<file path="src/design/pfc_pkg.sv">
// Types, constants and helpers for the playfield pixel compositor.
package pfc_pkg;

    localparam int PatternBits  = 4 + 8 + 8;
    localparam int HalfColumns  = PatternBits * 4;
    localparam int CollBits     = 15;
    localparam int CfgIndexBits = 3;
    localparam int CfgDataBits  = 8;
    localparam int CellBits     = 6;
    localparam int PatIdxBits   = $clog2(PatternBits);

    typedef enum logic [CfgIndexBits-1:0] {
        CFG_PATTERN_FIRST = 3'd0,
        CFG_PATTERN_MID   = 3'd1,
        CFG_PATTERN_LAST  = 3'd2,
        CFG_FIELD_CTRL    = 3'd3,
        CFG_P0_COLOUR     = 3'd4,
        CFG_P1_COLOUR     = 3'd5,
        CFG_FIELD_COLOUR  = 3'd6,
        CFG_BACK_COLOUR   = 3'd7
    } t_cfg_index;

    typedef enum logic [2:0] {
        SRC_P0   = 3'd0,
        SRC_P1   = 3'd1,
        SRC_BALL = 3'd2,
        SRC_M0   = 3'd3,
        SRC_M1   = 3'd4,
        SRC_PF   = 3'd5,
        SRC_BG   = 3'd6
    } t_source;

    typedef struct packed {
        logic [7:0] column;
        logic       has_player0;
        logic       has_player1;
        logic       has_missile0;
        logic       has_missile1;
        logic       has_ball;
    } t_in_item;

    typedef struct packed {
        logic [3:0]          hue;
        logic [2:0]          luminance;
        logic [2:0]          source;
        logic                field_bit;
        logic [CollBits-1:0] collision_flags;
    } t_out_item;

    typedef struct packed {
        logic [3:0] pattern_first_nibble;
        logic [7:0] pattern_middle_byte;
        logic [7:0] pattern_last_byte;
        logic       reflect;
        logic       score_mode;
        logic [7:0] player0_colour;
        logic [7:0] player1_colour;
        logic [7:0] field_colour;
        logic [7:0] backdrop_colour;
    } t_cfg;

    // Pattern in drawing order: bit k is the k-th cell from the left edge.
    function automatic logic [PatternBits-1:0] draw_order(input t_cfg cfg);
        logic [PatternBits-1:0] pat;
        for (int i = 0; i < 4; i++) begin
            pat[i] = cfg.pattern_first_nibble[i];
        end
        for (int i = 0; i < 8; i++) begin
            pat[4 + i]  = cfg.pattern_middle_byte[7 - i];
            pat[12 + i] = cfg.pattern_last_byte[i];
        end
        return pat;
    endfunction

endpackage

</file>
<file path="src/design/pfc_cfg_regs.sv">
// Configuration register file of the playfield pixel compositor.
module pfc_cfg_regs (
    input  logic                              i_clk,
    input  logic                              i_rst_n,
    input  logic                              i_cfg_we,
    input  logic [pfc_pkg::CfgIndexBits-1:0]  i_cfg_index,
    input  logic [pfc_pkg::CfgDataBits-1:0]   i_cfg_data,
    output pfc_pkg::t_cfg                     o_cfg
);
    import pfc_pkg::*;

    t_cfg r_cfg;

    always_ff @(posedge i_clk) begin
        if (!i_rst_n) begin
            r_cfg <= '0;
        end else if (i_cfg_we) begin
            unique case (t_cfg_index'(i_cfg_index))
                CFG_PATTERN_FIRST: r_cfg.pattern_first_nibble <= i_cfg_data[3:0];
                CFG_PATTERN_MID:   r_cfg.pattern_middle_byte  <= i_cfg_data;
                CFG_PATTERN_LAST:  r_cfg.pattern_last_byte    <= i_cfg_data;
                CFG_FIELD_CTRL: begin
                    r_cfg.reflect    <= i_cfg_data[0];
                    r_cfg.score_mode <= i_cfg_data[1];
                end
                CFG_P0_COLOUR:     r_cfg.player0_colour  <= i_cfg_data;
                CFG_P1_COLOUR:     r_cfg.player1_colour  <= i_cfg_data;
                CFG_FIELD_COLOUR:  r_cfg.field_colour    <= i_cfg_data;
                CFG_BACK_COLOUR:   r_cfg.backdrop_colour <= i_cfg_data;
                default: ;
            endcase
        end
    end

    assign o_cfg = r_cfg;

endmodule

</file>
<file path="src/design/pfc_compose.sv">
// Pixel logic: playfield lookup, collision hits, priority and colour pick.
module pfc_compose (
    input  pfc_pkg::t_cfg                  i_cfg,
    input  pfc_pkg::t_in_item              i_item,
    input  logic [pfc_pkg::CollBits-1:0]   i_latches,
    output pfc_pkg::t_out_item             o_item,
    output logic [pfc_pkg::CollBits-1:0]   o_hits
);
    import pfc_pkg::*;

    logic [PatternBits-1:0] pat;
    logic [CellBits-1:0]    slot;
    logic [CellBits-1:0]    cell_right;
    logic [PatIdxBits-1:0]  idx;
    logic                   pf;
    logic                   left;
    logic [7:0]             pf_colour;
    logic [7:0]             colour;
    t_source                src;
    logic p0, p1, m0, m1, bl;

    assign pat        = draw_order(i_cfg);
    assign slot       = i_item.column[7:2];
    assign cell_right = slot - CellBits'(PatternBits);
    assign left       = i_item.column < 8'(HalfColumns);

    always_comb begin
        idx = '0;
        pf  = 1'b0;
        if (slot < CellBits'(PatternBits)) begin
            idx = slot[PatIdxBits-1:0];
            pf  = pat[idx];
        end else if (slot < CellBits'(2 * PatternBits)) begin
            // right half: mirrored when reflect is set
            idx = i_cfg.reflect
                ? PatIdxBits'(PatternBits - 1) - cell_right[PatIdxBits-1:0]
                : cell_right[PatIdxBits-1:0];
            pf  = pat[idx];
        end
    end

    assign p0 = i_item.has_player0;
    assign p1 = i_item.has_player1;
    assign m0 = i_item.has_missile0;
    assign m1 = i_item.has_missile1;
    assign bl = i_item.has_ball;

    assign o_hits = {m0 & m1, p0 & p1, bl & pf, m1 & bl, m1 & pf, m0 & bl, m0 & pf,
                     p1 & bl, p1 & pf, p0 & bl, p0 & pf, m1 & p1, m1 & p0,
                     m0 & p0, m0 & p1};

    assign pf_colour = i_cfg.score_mode
                     ? (left ? i_cfg.player0_colour : i_cfg.player1_colour)
                     : i_cfg.field_colour;

    always_comb begin
        if (p0) begin
            src = SRC_P0;   colour = i_cfg.player0_colour;
        end else if (p1) begin
            src = SRC_P1;   colour = i_cfg.player1_colour;
        end else if (bl) begin
            src = SRC_BALL; colour = pf_colour;
        end else if (m0) begin
            src = SRC_M0;   colour = i_cfg.player0_colour;
        end else if (m1) begin
            src = SRC_M1;   colour = i_cfg.player1_colour;
        end else if (pf) begin
            src = SRC_PF;   colour = pf_colour;
        end else begin
            src = SRC_BG;   colour = i_cfg.backdrop_colour;
        end
    end

    assign o_item.hue             = colour[7:4];
    assign o_item.luminance       = colour[3:1];
    assign o_item.source          = src;
    assign o_item.field_bit       = pf;
    assign o_item.collision_flags = i_latches | o_hits;

endmodule

</file>
<file path="src/design/playfield_pixel_compositor.sv">
// Top level of the playfield pixel compositor.
// Path from input transaction to result transaction: input register, then result register.
// Throughput: one pixel per cycle while the output is not stalled; the pixel logic sits between the two registers.
// While the result register waits on stall, an empty input register still takes one pixel.
// Synchronous active-low reset clears valids, config registers and collision latches.
module playfield_pixel_compositor (
    input  logic                              i_clk,
    input  logic                              i_rst_n,
    input  logic                              i_valid,
    output logic                              o_stall,
    input  pfc_pkg::t_in_item                 i_item,
    output logic                              o_valid,
    input  logic                              i_stall,
    output pfc_pkg::t_out_item                o_item,
    input  logic                              i_cfg_we,
    input  logic [pfc_pkg::CfgIndexBits-1:0]  i_cfg_index,
    input  logic [pfc_pkg::CfgDataBits-1:0]   i_cfg_data
);
    import pfc_pkg::*;

    t_cfg                cfg;
    logic                r_in_valid;
    t_in_item            r_in_item;
    logic                r_out_valid;
    t_out_item           r_out_item;
    logic [CollBits-1:0] r_latches;
    t_out_item           n_out_item;
    logic [CollBits-1:0] hits;
    logic                out_free;
    logic                advance;

    pfc_cfg_regs u_cfg (
        .i_clk      (i_clk),
        .i_rst_n    (i_rst_n),
        .i_cfg_we   (i_cfg_we),
        .i_cfg_index(i_cfg_index),
        .i_cfg_data (i_cfg_data),
        .o_cfg      (cfg)
    );

    pfc_compose u_compose (
        .i_cfg    (cfg),
        .i_item   (r_in_item),
        .i_latches(r_latches),
        .o_item   (n_out_item),
        .o_hits   (hits)
    );

    assign out_free = !r_out_valid || !i_stall;
    assign advance  = r_in_valid && out_free;
    assign o_stall  = r_in_valid && !out_free;

    always_ff @(posedge i_clk) begin
        if (!i_rst_n) begin
            r_in_valid  <= 1'b0;
            r_out_valid <= 1'b0;
            r_latches   <= '0;
        end else begin
            if (!o_stall) begin
                r_in_valid <= i_valid;
            end
            if (out_free) begin
                r_out_valid <= r_in_valid;
            end
            if (advance) begin
                r_latches <= r_latches | hits;
            end
        end
    end

    always_ff @(posedge i_clk) begin
        if (i_valid && !o_stall) begin
            r_in_item <= i_item;
        end
        if (advance) begin
            r_out_item <= n_out_item;
        end
    end

    assign o_valid = r_out_valid;
    assign o_item  = r_out_item;

endmodule

</file>
<file path="config.mk">
export PLATFORM = sky130hd
export DESIGN_NAME = playfield_pixel_compositor
export DESIGN_NICKNAME = d
export VERILOG_FILES = /design/src/design/pfc_pkg.sv /design/src/design/pfc_cfg_regs.sv /design/src/design/pfc_compose.sv /design/src/design/playfield_pixel_compositor.sv
export SDC_FILE = /design/constraint.sdc
export NUM_CORES = 1
export LEC_CHECK = 0
export BUFFER_PORTS_ARGS = -buffer_cell sky130_fd_sc_hd__buf_2
export CORE_MARGIN = 2
export CORE_UTILIZATION = 43
export CTS_BUF_LIST = sky130_fd_sc_hd__clkbuf_8
export CTS_CLUSTER_SIZE = 16
export DETAILED_ROUTE_END_ITERATION = 7
export GPL_TIMING_DRIVEN = 0
export HOLD_SLACK_MARGIN = 0.05
export PLACE_DENSITY_LB_ADDON = 0.2
export REMOVE_ABC_BUFFERS = 1
export SYNTH_ARGS = -nofsm -noshare
export SYNTH_HDL_FRONTEND = slang
export SYNTH_HIERARCHICAL = 1
export SYNTH_SLANG_ARGS = --single-unit
</file>
<file path="constraint.sdc">
create_clock -name i_clk -period 2.4 [get_ports i_clk]
set_clock_uncertainty 0.15 [all_clocks]
set_input_delay 0 -clock i_clk [delete_from_list [all_inputs] [get_ports i_clk]]
set_output_delay 0 -clock i_clk [all_outputs]
set_load 0.05 [all_outputs]
</file>
==> impl_metrics.toml <==
[route]
vias = 4047
totalWireLength_mm = 12.1
firstDrtPassIters = 4
first_iter_violations = 276
drc = 0
drt-met1-wl_mm = 5.74
top_layer = "met4"
wl_met2_mm = 5.54
ant_nets = 0
wl_met3_um = 539
wl_per_cell_um = 16.4
viasPerCell = 5.48

[layout]
insertedDiodeCount = 0
nets = 617
area_delta_synth_final_pct = 19.5
layout-drive-gt1-share_pct = 25.2

[worst_setup_path]
arrival_ns = 2.67
cp_slowest_stage_delay_ns = 0.52
reg2regPathDepth = 8
cp_top_family = "compound AO/OA/AOI/OAI gates"
cp-start-kind = "flip-flop"
path_class = "flip-flop to flip-flop"
crit_required_ns = 2.46
crit_chain = "buf_4, mux4_2, mux2i_2, o31ai_2, a211oi_4, buf_12, or4_1, o211ai_1"
slowest_stage = "or4_1"
cp_max_fo = 14
crit_buf_inv = 2
path_depth = 8
cp-end-kind = "flip-flop"

[power_and_ir_drop]
seq_power_share_pct = 53.5
power.clock.fraction_pct = 31.0
p_switching_w = 0.000984
finalPower_w = 0.00364
pwr-share-comb_pct = 15.6
vdd_ir_drop_max_mv = 0.237
cellInternalPower_w = 0.00266
switching_share_pct = 27.0
p_leak_nw = 2.58
p_per_area_nw_per_um2 = 578

[yosys]
syn_inst = 507
yosysWarnings = 6
postSynthAreaPerCell_um2 = 10.4
syn_area_um2 = 5260

[run_status]
violations = "negative setup slack"
status = "complete, but fails checks"

[placed_design]
place_ws_ns = -1.16
io_buffers = 54
gp_congestion = 0.794
dp_hpwl_mm = 7.68

[grt]
grt_pass1_wl_mm = 19.8
gr-total-overflow = 0
first_global_vias = 3793
grt_max_degree = 91
antenna_found_initial = 0
grt_use_total_pct = 19.5

[worst_hold_path]
holdCritPathClass = "input pin to flip-flop"
hold_depth = 3

[die]
coreArea_um2 = 12000
chipWidth_um = 115
pin_count = 57
dieArea_um2 = 13100
start_util_pct = 44.0
die_h_um = 115
core.rowCount = 40

[timing]
worst_slack_ns = -0.219
finalHoldViolations = 0
period_share_pct = 109
whs_ns = 0.0846
drv_slew = 0
slew_headroom_pct = 31.1
fin_crit_ns = 2.62
rsz0062_at_grt = "yes"
tns_ns = -2.20
setup_viol = 17
worstMarginPinSlew_ns = 1.03
timing.fmax_mhz = 382

[clock_network]
cts_buffer_depth = 2
numCtsBuffers = 9
cts_tree = "yes"
worstSkewPairLatency_ns = 0.39
root_buffer = "clkbuf_8"
cts_num_sinks = 104
htree_levels = 3
cts.reportedPaths.clkPinSlew_ns = 0.10

[flow_run]
maxCapViolations = 0
[layer usage]
metal / global-route usage, % / vias up
li1: - / 2002
met1: 27.2 / 1907
met2: 30.0 / 115
met3: 3.39 / 23
met4: 8.21 / 0
met5: 0 / -
[what timing repair did]
action | in CTS | in global routing
endpoints found under the hold margin | 78 | 0
buffers inserted | 19 | 4
resized for setup | 29 | 4
setup endpoints to repair | 20 | 20
hold buffers | 28 | 0
pin swaps | 9 | 5
[worst register-to-register path: stages, from the launching register on]
cell,delay (ns)
edfxtp_1,0.47
buf_4,0.18
mux4_2,0.33
mux2i_2,0.09
o31ai_2,0.33
a211oi_4,0.07
buf_12,0.17
or4_1,0.53
o211ai_1,0.12
[worst paths after layout]
path	startpoint	end	slack [ns]
hold reg to reg	r_latches[6]	r_latches[6]	0.29
setup reg to reg	r_in_item[7]	o_item[20]	-0.22
setup / recovery	r_in_item[7]	o_item[20]	-0.22
hold / removal	i_cfg_index[1]	u_cfg/o_cfg[3]	0.08
[power groups by stage]
stage / sequential, W / clock [W] / combinational (W)
floorplan: 0.00206 / 0 / 0.000231
global placement: 0.00200 / 0 / 0.000431
detailed placement: 0.00200 / 0 / 0.000440
CTS: 0.00195 / 0.00115 / 0.000557
global route: 0.00196 / 0.00122 / 0.000613
finish: 0.00195 / 0.00113 / 0.000567
[final cells by class]
class,count,area [µm²]
Inverter,10,37.5
Timing Repair Buffer,105,762
Fill cell,1082,5670
Sequential cell,104,2460
Clock buffer,11,151
Tap cell,147,184
Clock inverter,5,50.0
Multi-Input combinational cell,356,2650
[state kept, by name, summed over array words and instances (netlist names)]
register / flops
o_valid: 1
o_item: 26
r_latches: 15
r_in_item: 11
r_in_valid: 1
u_cfg/o_cfg: 50
[through the flow]
step,std cells,area (µm²),util (%)
after global placement,671,5490,45.9
after CTS,734,6250,52.2
final,738,6290,52.6
after floorplan,470,5030,-
after global routing,738,6290,52.6
after detailed placement,671,5490,45.9
[cell usage in the layout (no fill, tap or decap), drive strengths merged, types with 4 or more instances in the layout]
cell,n
mux4,11
nor3,8
inv,11
o21a,4
dlygate4sd3,28
or2,13
and2,9
buf,77
o221ai,4
or3,4
a221oi,5
a21o,9
nor2,15
a21oi,14
a211oi,4
a22oi,4
clkbuf,11
a31oi,6
o211ai,6
nand3,6
nand2,100
nand3b,4
mux2i,62
o21ai,26
dfxtp,67
edfxtp,37
No activity file was read; power rests on OpenSTA's default activity.
